==> config.mk <==
export PLATFORM = sky130hd
export DESIGN_NAME = reorder_buffer_commit
export DESIGN_NICKNAME = d
export VERILOG_FILES = /design/src/rob_pkg.sv /design/src/reorder_buffer_commit.sv
export SDC_FILE = /design/constraint.sdc
export NUM_CORES = 1
export LEC_CHECK = 0
export BUFFER_PORTS_ARGS = -buffer_cell sky130_fd_sc_hd__buf_2
export CAP_MARGIN = 30
export CORE_MARGIN = 2
export CORE_UTILIZATION = 47
export CTS_CLUSTER_SIZE = 24
export DETAILED_ROUTE_END_ITERATION = 10
export PLACE_DENSITY_LB_ADDON = 0.3
export SLEW_MARGIN = 20
export SYNTH_ARGS = -nofsm -noshare
export SYNTH_HDL_FRONTEND = slang
export SYNTH_SLANG_ARGS = --single-unit
==> constraint.sdc <==
create_clock -name clock -period 5 [get_ports clock]
set_input_delay 0.5 -clock clock [delete_from_list [all_inputs] [get_ports clock]]
set_output_delay 0.5 -clock clock [all_outputs]
set_load 0.02 [all_outputs]
==> src/rob_pkg.sv <==
package rob_pkg;

   localparam int OP_W  = 2;
   localparam int CAP_W = 5;
   localparam int OCC_W = 5;

   typedef logic [OP_W-1:0] op_type;

   localparam op_type OP_PUSH         = 2'd0;
   localparam op_type OP_RETIRE       = 2'd1;
   localparam op_type OP_COMPLETE     = 2'd2;
   localparam op_type OP_COMPLETE_STR = 2'd3;

endpackage

==> src/reorder_buffer_commit.sv <==
// Reorder buffer, commit side. Entries live in memories with registered read data.
// Push: result in the cycle after the word; the next word is taken once the result can leave.
// Complete: walks every held entry from the head, one entry tag read and compared per cycle.
// Retire: reads the head, then one result per retired entry while the output can take it; failure when
// empty or when the head is not done. Synchronous active-high reset empties the buffer and
// sets capacity to 16; entry contents are not cleared.
module reorder_buffer_commit #(
   parameter int DEPTH      = 16,
   parameter int TAG_BITS   = 6,
   parameter int INSTR_BITS = 16
) (
   input  logic clock,
   input  logic reset,
   input  logic                                   csr_we,
   input  logic [rob_pkg::CAP_W-1:0]              csr_wdata,
   input  logic                                   req_tvalid,
   output logic                                   req_tready,
   // op, tag, is_store, instr_num
   input  logic [((rob_pkg::OP_W+TAG_BITS+1+INSTR_BITS+7)/8)*8-1:0] req_tdata,
   output logic                                   rsp_tvalid,
   input  logic                                   rsp_tready,
   // ok, retired_valid, retired_instr, retired_tag, occupancy
   output logic [((2+INSTR_BITS+TAG_BITS+rob_pkg::OCC_W+7)/8)*8-1:0] rsp_tdata,
   output logic                                   rsp_tlast
);
   import rob_pkg::*;

   localparam int RSP_W = ((2 + INSTR_BITS + TAG_BITS + OCC_W + 7) / 8) * 8;
   localparam int IDX_W = $clog2(DEPTH);
   localparam int CNT_W = $clog2(DEPTH + 1);

   localparam logic [2:0] S_IDLE  = 3'd0;
   localparam logic [2:0] S_COMP  = 3'd1;
   localparam logic [2:0] S_R1    = 3'd2;
   localparam logic [2:0] S_R2    = 3'd3;
   localparam logic [2:0] S_RLAST = 3'd4;
   localparam logic [2:0] S_FIN   = 3'd5;

   logic [TAG_BITS-1:0]   tag_mem   [DEPTH];
   logic                  store_mem [DEPTH];
   logic [INSTR_BITS-1:0] instr_mem [DEPTH];
   logic                  done_mem  [DEPTH];

   logic [2:0]            state_ff, state_in;
   logic [IDX_W-1:0]      head_ff, head_in;
   logic [CNT_W-1:0]      count_ff, count_in;
   logic [CAP_W-1:0]      cap_ff;
   logic [TAG_BITS-1:0]   key_tag_ff, key_tag_in;
   logic                  key_store_ff, key_store_in;
   logic [CNT_W-1:0]      walk_ff, walk_in;
   logic                  pend_ff, pend_in;
   logic [IDX_W-1:0]      pend_addr_ff, pend_addr_in;
   logic [TAG_BITS-1:0]   cur_tag_ff, cur_tag_in;
   logic [INSTR_BITS-1:0] cur_instr_ff, cur_instr_in;

   logic                  rd_en;
   logic [IDX_W-1:0]      rd_addr;
   logic [TAG_BITS-1:0]   rd_tag_ff;
   logic                  rd_store_ff;
   logic [INSTR_BITS-1:0] rd_instr_ff;
   logic                  rd_done_ff;

   logic                  push_we;
   logic [IDX_W-1:0]      push_addr;
   logic                  done_we;
   logic [IDX_W-1:0]      done_addr;
   logic                  done_val;

   logic                  rsp_valid_ff, rsp_valid_in;
   logic                  rsp_ok_ff, rsp_ok_in;
   logic                  rsp_rv_ff, rsp_rv_in;
   logic [INSTR_BITS-1:0] rsp_instr_ff, rsp_instr_in;
   logic [TAG_BITS-1:0]   rsp_tag_ff, rsp_tag_in;
   logic [OCC_W-1:0]      rsp_occ_ff, rsp_occ_in;
   logic                  rsp_last_ff, rsp_last_in;

   op_type                req_op;
   logic [TAG_BITS-1:0]   req_tag;
   logic                  req_store;
   logic [INSTR_BITS-1:0] req_instr;
   logic                  out_free;
   logic                  accept;
   logic [CNT_W-1:0]      limit;
   logic [IDX_W-1:0]      head_next;

   function automatic logic [IDX_W-1:0] slot(input logic [IDX_W-1:0] base,
                                            input logic [CNT_W-1:0] off);
      logic [IDX_W:0] s;
      s = {1'b0, base} + (IDX_W + 1)'(off);
      if (s >= (IDX_W + 1)'(DEPTH)) begin
         s = s - (IDX_W + 1)'(DEPTH);
      end
      return s[IDX_W-1:0];
   endfunction

   assign req_op    = req_tdata[OP_W-1:0];
   assign req_tag   = req_tdata[OP_W +: TAG_BITS];
   assign req_store = req_tdata[OP_W + TAG_BITS];
   assign req_instr = req_tdata[OP_W + TAG_BITS + 1 +: INSTR_BITS];

   assign out_free   = !rsp_valid_ff || rsp_tready;
   assign req_tready = (state_ff == S_IDLE) && out_free;
   assign accept     = req_tvalid && req_tready;
   assign limit      = (32'(cap_ff) > DEPTH) ? CNT_W'(DEPTH) : CNT_W'(cap_ff);
   assign head_next  = slot(head_ff, CNT_W'(1));

   always_comb begin
      state_in     = state_ff;
      head_in      = head_ff;
      count_in     = count_ff;
      key_tag_in   = key_tag_ff;
      key_store_in = key_store_ff;
      walk_in      = walk_ff;
      pend_in      = 1'b0;
      pend_addr_in = pend_addr_ff;
      cur_tag_in   = cur_tag_ff;
      cur_instr_in = cur_instr_ff;
      rd_en        = 1'b0;
      rd_addr      = head_ff;
      push_we      = 1'b0;
      push_addr    = slot(head_ff, count_ff);
      done_we      = 1'b0;
      done_addr    = push_addr;
      done_val     = 1'b0;
      rsp_valid_in = rsp_valid_ff && !rsp_tready;
      rsp_ok_in    = rsp_ok_ff;
      rsp_rv_in    = rsp_rv_ff;
      rsp_instr_in = rsp_instr_ff;
      rsp_tag_in   = rsp_tag_ff;
      rsp_occ_in   = rsp_occ_ff;
      rsp_last_in  = rsp_last_ff;

      unique case (state_ff)
         S_IDLE: begin
            if (accept) begin
               case (req_op)
                  OP_PUSH: begin
                     rsp_valid_in = 1'b1;
                     rsp_rv_in    = 1'b0;
                     rsp_instr_in = '0;
                     rsp_tag_in   = '0;
                     rsp_last_in  = 1'b1;
                     if (count_ff < limit) begin
                        push_we     = 1'b1;
                        done_we     = 1'b1;
                        done_val    = 1'b0;
                        count_in    = count_ff + CNT_W'(1);
                        rsp_ok_in   = 1'b1;
                        rsp_occ_in  = OCC_W'(count_ff + CNT_W'(1));
                     end else begin
                        rsp_ok_in   = 1'b0;
                        rsp_occ_in  = OCC_W'(count_ff);
                     end
                  end
                  OP_RETIRE: begin
                     if (count_ff == '0) begin
                        state_in = S_FIN;
                     end else begin
                        rd_en    = 1'b1;
                        rd_addr  = head_ff;
                        state_in = S_R1;
                     end
                  end
                  default: begin
                     key_tag_in   = req_tag;
                     key_store_in = (req_op == OP_COMPLETE_STR);
                     walk_in      = '0;
                     state_in     = S_COMP;
                  end
               endcase
            end
         end
         S_COMP: begin
            if (walk_ff < count_ff) begin
               rd_en        = 1'b1;
               rd_addr      = slot(head_ff, walk_ff);
               walk_in      = walk_ff + CNT_W'(1);
               pend_in      = 1'b1;
               pend_addr_in = rd_addr;
            end else if (!pend_ff) begin
               state_in = S_FIN;
            end
            if (pend_ff && rd_tag_ff == key_tag_ff && rd_store_ff == key_store_ff) begin
               done_we   = 1'b1;
               done_addr = pend_addr_ff;
               done_val  = 1'b1;
            end
         end
         S_R1: begin
            if (!rd_done_ff) begin
               state_in = S_FIN;
            end else begin
               cur_tag_in   = rd_tag_ff;
               cur_instr_in = rd_instr_ff;
               head_in      = head_next;
               count_in     = count_ff - CNT_W'(1);
               if (count_ff == CNT_W'(1)) begin
                  state_in = S_RLAST;
               end else begin
                  rd_en    = 1'b1;
                  rd_addr  = head_next;
                  state_in = S_R2;
               end
            end
         end
         S_R2: begin
            if (out_free) begin
               rsp_valid_in = 1'b1;
               rsp_ok_in    = 1'b1;
               rsp_rv_in    = 1'b1;
               rsp_instr_in = cur_instr_ff;
               rsp_tag_in   = cur_tag_ff;
               rsp_occ_in   = OCC_W'(count_ff);
               rsp_last_in  = !rd_done_ff;
               if (rd_done_ff) begin
                  cur_tag_in   = rd_tag_ff;
                  cur_instr_in = rd_instr_ff;
                  head_in      = head_next;
                  count_in     = count_ff - CNT_W'(1);
                  if (count_ff == CNT_W'(1)) begin
                     state_in = S_RLAST;
                  end else begin
                     rd_en   = 1'b1;
                     rd_addr = head_next;
                  end
               end else begin
                  state_in = S_IDLE;
               end
            end
         end
         S_RLAST: begin
            if (out_free) begin
               rsp_valid_in = 1'b1;
               rsp_ok_in    = 1'b1;
               rsp_rv_in    = 1'b1;
               rsp_instr_in = cur_instr_ff;
               rsp_tag_in   = cur_tag_ff;
               rsp_occ_in   = OCC_W'(count_ff);
               rsp_last_in  = 1'b1;
               state_in     = S_IDLE;
            end
         end
         S_FIN: begin
            if (out_free) begin
               rsp_valid_in = 1'b1;
               rsp_ok_in    = 1'b0;
               rsp_rv_in    = 1'b0;
               rsp_instr_in = '0;
               rsp_tag_in   = '0;
               rsp_occ_in   = OCC_W'(count_ff);
               rsp_last_in  = 1'b1;
               state_in     = S_IDLE;
            end
         end
         default: begin
            state_in = S_IDLE;
         end
      endcase
   end

   always_ff @(posedge clock) begin
      if (push_we) begin
         tag_mem[push_addr]   <= req_tag;
         store_mem[push_addr] <= req_store;
         instr_mem[push_addr] <= req_instr;
      end
      if (done_we) begin
         done_mem[done_addr] <= done_val;
      end
   end

   always_ff @(posedge clock) begin
      if (rd_en) begin
         rd_tag_ff   <= tag_mem[rd_addr];
         rd_store_ff <= store_mem[rd_addr];
         rd_instr_ff <= instr_mem[rd_addr];
         rd_done_ff  <= done_mem[rd_addr];
      end
   end

   always_ff @(posedge clock) begin
      if (reset) begin
         state_ff     <= S_IDLE;
         head_ff      <= '0;
         count_ff     <= '0;
         cap_ff       <= CAP_W'(16);
         pend_ff      <= 1'b0;
         rsp_valid_ff <= 1'b0;
      end else begin
         state_ff     <= state_in;
         head_ff      <= head_in;
         count_ff     <= count_in;
         pend_ff      <= pend_in;
         rsp_valid_ff <= rsp_valid_in;
         if (csr_we) begin
            cap_ff <= csr_wdata;
         end
      end
   end

   always_ff @(posedge clock) begin
      key_tag_ff   <= key_tag_in;
      key_store_ff <= key_store_in;
      walk_ff      <= walk_in;
      pend_addr_ff <= pend_addr_in;
      cur_tag_ff   <= cur_tag_in;
      cur_instr_ff <= cur_instr_in;
      rsp_ok_ff    <= rsp_ok_in;
      rsp_rv_ff    <= rsp_rv_in;
      rsp_instr_ff <= rsp_instr_in;
      rsp_tag_ff   <= rsp_tag_in;
      rsp_occ_ff   <= rsp_occ_in;
      rsp_last_ff  <= rsp_last_in;
   end

   assign rsp_tvalid = rsp_valid_ff;
   assign rsp_tlast  = rsp_last_ff;
   assign rsp_tdata  = RSP_W'({rsp_occ_ff, rsp_tag_ff, rsp_instr_ff, rsp_rv_ff, rsp_ok_ff});

endmodule
==> flow_results.xml <==
<?xml version="1.0" encoding="UTF-8"?>
<metrics>
  <group name="status">
    <metric name="run_status" unit="">completed</metric>
  </group>
  <group name="layout">
    <metric name="final_layout_size_suffix_gt1_share" unit="%">22.2</metric>
    <metric name="num-nets-final" unit="">1306</metric>
    <metric name="area_growth" unit="%">14.9</metric>
    <metric name="utilization_after_layout" unit="%">54.4</metric>
  </group>
  <group name="synth">
    <metric name="netlist-cell-type-count" unit="">67</metric>
    <metric name="postSynth.topFlopCell" unit="">sky130_fd_sc_hd__edfxtp_1</metric>
    <metric name="avgSynthCellArea" unit="um^2">17.4</metric>
    <metric name="synth_enable_flop_cells" unit="">476</metric>
    <metric name="synthesis.area" unit="um^2">19800</metric>
    <metric name="ys_seq_area_share" unit="%">74.2</metric>
    <metric name="post-synth-top-count-cell" unit="">sky130_fd_sc_hd__edfxtp_1</metric>
    <metric name="yosys-top-cells-count" unit="">sky130_fd_sc_hd__edfxtp_1, sky130_fd_sc_hd__nand2_1, sky130_fd_sc_hd__mux4_2, sky130_fd_sc_hd__nor2_1, sky130_fd_sc_hd__a21oi_1</metric>
    <metric name="cells_taking_the_most_area_after_synthesis" unit="">sky130_fd_sc_hd__edfxtp_1, sky130_fd_sc_hd__mux4_2, sky130_fd_sc_hd__nand2_1</metric>
    <metric name="synth_warnings" unit="">0</metric>
    <metric name="syn-instance-count" unit="">1138</metric>
    <metric name="synth_area_leader_cell" unit="">sky130_fd_sc_hd__edfxtp_1</metric>
    <metric name="synth_largest_type_area_fraction" unit="%">72.3</metric>
    <metric name="postSynth.asyncResetShare" unit="%">0</metric>
    <metric name="postSynthRegisterBits" unit="">495</metric>
  </group>
  <group name="clocking">
    <metric name="clockRootBuffer" unit="">sky130_fd_sc_hd__clkbuf_16</metric>
    <metric name="cts_hold_repair_buffers" unit="">0</metric>
    <metric name="cts_setup_buffers" unit="">0</metric>
    <metric name="clock_insertion_delay_worst_skew" unit="ns">0.59</metric>
    <metric name="clk_path_buf_depth" unit="">3</metric>
    <metric name="clkSinkCount" unit="">495</metric>
    <metric name="clock_tree_from_tritoncts" unit="">yes</metric>
    <metric name="tritoncts.num_buffers" unit="">51</metric>
    <metric name="post_cts_resize_count" unit="">0</metric>
    <metric name="clkSlewWorstSetupHoldPaths" unit="ns">0.06</metric>
    <metric name="ctsHtreeMaxLevel" unit="">2</metric>
  </group>
  <group name="sta">
    <metric name="grt_setup_unrepaired" unit="">no</metric>
    <metric name="post-route-min-period" unit="ns">4.25</metric>
    <metric name="drv_slew" unit="">0</metric>
    <metric name="timing.final.hold_violations" unit="">0</metric>
    <metric name="worst_slew_pin_slew" unit="ns">0.932</metric>
    <metric name="fmax" unit="MHz">235</metric>
    <metric name="setup-violations-final" unit="">0</metric>
    <metric name="setup_total_negative_slack" unit="ns">0</metric>
    <metric name="worst_slew_margin_rel" unit="%">37.8</metric>
    <metric name="finalCritPeriodShare" unit="%">85.0</metric>
    <metric name="finClkSkew" unit="ns">0.0298</metric>
  </group>
  <group name="global_routing">
    <metric name="maximum_number_of_pins_on_one_net_before_global_route_repair" unit="">28</metric>
    <metric name="grt_antenna_before_repair" unit="">4</metric>
    <metric name="grt_pass1_wl" unit="mm">64.0</metric>
    <metric name="number_of_global_route_vias_before_repair" unit="">10400</metric>
    <metric name="grt_use_total" unit="%">19.9</metric>
    <metric name="gr-total-overflow" unit="">0</metric>
  </group>
  <group name="drt">
    <metric name="drt-vias-per-instance" unit="">5.79</metric>
    <metric name="dr.pass1.iters" unit="">5</metric>
    <metric name="detail_route.wirelength" unit="mm">42.7</metric>
    <metric name="remaining_drc_errors" unit="">0</metric>
    <metric name="wire_per_inst" unit="um">23.5</metric>
    <metric name="antenna_violating_nets_post_route" unit="">0</metric>
    <metric name="count_of_routing_violations_after_the_opening_detailed_route_iteration" unit="">1130</metric>
    <metric name="detailroute.via_count" unit="">10500</metric>
  </group>
  <group name="floorplan">
    <metric name="floorplan.rows" unit="">75</metric>
    <metric name="floorplan.die_area" unit="um^2">43700</metric>
    <metric name="fp.dieH" unit="um">209</metric>
    <metric name="boundaryPins" unit="">77</metric>
    <metric name="die-width" unit="um">209</metric>
    <metric name="initial_utilization" unit="%">47.3</metric>
    <metric name="total_core_area" unit="um^2">41800</metric>
  </group>
  <group name="setup_path">
    <metric name="start_to_end_type_of_the_worst_setup_path" unit="">reg -&gt; reg</metric>
    <metric name="critical_path_peak_fanout" unit="">27</metric>
    <metric name="arr_time_crit_path" unit="ns">4.56</metric>
    <metric name="timing.critical_path.from_type" unit="">register</metric>
    <metric name="worst_setup_path_end_kind" unit="">register</metric>
    <metric name="reg2reg_depth" unit="">11</metric>
    <metric name="critical_path_required" unit="ns">5.31</metric>
  </group>
  <group name="place">
    <metric name="place_hpwl" unit="mm">25.1</metric>
    <metric name="globalplace.congestion" unit="">0.798</metric>
    <metric name="io_buffer_count" unit="">66</metric>
  </group>
  <group name="hold_path">
    <metric name="hp-class" unit="">in -&gt; reg</metric>
    <metric name="whs_path_depth" unit="">3</metric>
  </group>
  <group name="power_and_ir_drop">
    <metric name="leakagePower" unit="nW">7.41</metric>
    <metric name="power.density_cell_area" unit="nW/um^2">445</metric>
    <metric name="worst_ir_drop_vdd" unit="V">0.000294</metric>
  </group>
  <group name="run">
    <metric name="drv_cap" unit="">0</metric>
  </group>
</metrics>
## worst paths after layout
check | start | slack (ns) | end
max reg2reg | count_ff[3] | 0.75 | rd_tag_ff[2]
min reg2reg | rd_instr_ff[11] | 0.42 | cur_instr_ff[11]
min | csr_wdata[4] | 0.15 | cap_ff[4]
max | count_ff[3] | 0.75 | rd_tag_ff[2]
## stage by stage
| step | cell area [um^2] | hold slack (ns) | setup slack, ns | power [mW] | instances |
|---|---|---|---|---|---|
| after CTS | 22700 | 0.124 | 0.715 | 10.2 | 1815 |
| after floorplan | 19800 | 0.400 | 0.600 | 5.92 | 1140 |
| after global routing | 22700 | 0.164 | 0.501 | 10.5 | 1816 |
| after detailed placement | 21000 | 0.406 | 0.740 | 6.40 | 1727 |
| after global placement | 21000 | 0.403 | 0.762 | 6.37 | 1725 |
| final | 22700 | 0.149 | 0.749 | 10.1 | 1817 |
## placed cells by master, fill, tap and decap left out, drive strengths merged, types with 7 or more instances in the layout
cell / netlist / routed
ha: 20 / 20
dfxtp: 19 / 19
o211ai: 26 / 26
a21oi: 42 / 42
buf: 33 / 109
inv: 18 / 18
nand3: 8 / 8
nand2: 111 / 111
bufinv: 0 / 7
and2: 7 / 7
nor2: 66 / 66
a32o: 23 / 23
xor2: 7 / 7
nor2b: 26 / 26
edfxtp: 476 / 476
mux4: 73 / 73
nor3: 17 / 17
a31oi: 7 / 7
o21ai: 9 / 9
clkbuf: 27 / 62
xnor2: 20 / 20
nand4: 10 / 10
a22oi: 24 / 24
clkinv: 0 / 16
## sequential cells by signal, indices dropped and copies added (netlist names), 3 cells and up
signal	count
cur_instr_ff	16
walk_ff	5
cap_ff	5
state_ff	3
count_ff	5
key_tag_ff	6
rsp_tag_ff	6
rd_instr_ff	16
head_ff	4
rsp_instr_ff	16
cur_tag_ff	6
instr_mem	256
rsp_occ_ff	5
pend_addr_ff	4
store_mem	16
done_mem	16
tag_mem	96
rd_tag_ff	6
## worst max-delay path, stage by stage (launching register included)
cell and delay (ns):
sky130_fd_sc_hd__dfxtp_1 0.54, sky130_fd_sc_hd__inv_1 0.19, sky130_fd_sc_hd__ha_1 0.36, sky130_fd_sc_hd__a211o_1 0.27, sky130_fd_sc_hd__o21ba_2 0.28, sky130_fd_sc_hd__o21ai_2 0.09, sky130_fd_sc_hd__inv_1 0.38, sky130_fd_sc_hd__o211a_4 0.66
sky130_fd_sc_hd__buf_12 0.26, sky130_fd_sc_hd__mux4_2 0.52, sky130_fd_sc_hd__a22oi_1 0.29, sky130_fd_sc_hd__o211ai_1 0.15
## routing by layer
layer | up-vias | global-route usage [%] | part of all wire (%)
li1 | 4704 | - | -
met1 | 5338 | 28.0 | 43
met2 | 402 | 31.7 | 48
met3 | 78 | 4.04 | 7.2
met4 | 2 | 5.39 | 2.1
met5 | - | 0 | 0.037
## layout make-up
| cell class | count | area, um^2 |
|---|---|---|
| Inverter | 18 | 67.6 |
| Sequential cell | 495 | 14700 |
| Clock inverter | 26 | 338 |
| Clock buffer | 62 | 1340 |
| Tap cell | 539 | 674 |
| Antenna cell | 1 | 2.50 |
| Multi-Input combinational cell | 567 | 4790 |
| Timing Repair Buffer | 109 | 831 |
| Fill cell | 3267 | 19000 |
## kinds of logic (layout without fill, tap and decap cells)
family	after synthesis	count (layout)	share of synthesized area [%]
XOR/XNOR	27	27	1.20
AO/OA/AOI/OAI	163	163	6.00
flip-flops	495	495	74.2
adder cells (fa/ha/maj)	22	22	1.47
other	1	4	0.0190
multiplexers	79	79	8.64
buffers and inverters	78	215	2.02
AND/OR/NAND/NOR	273	273	6.42
## power breakdown
part,internal [mW],switching (mW),total [mW]
clock network,2.26,1.54,3.80
logic,0.556,0.843,1.40
registers,4.79,0.125,4.92
total,7.61,2.50,10.1
No activity file was read; power rests on OpenSTA's default activity.
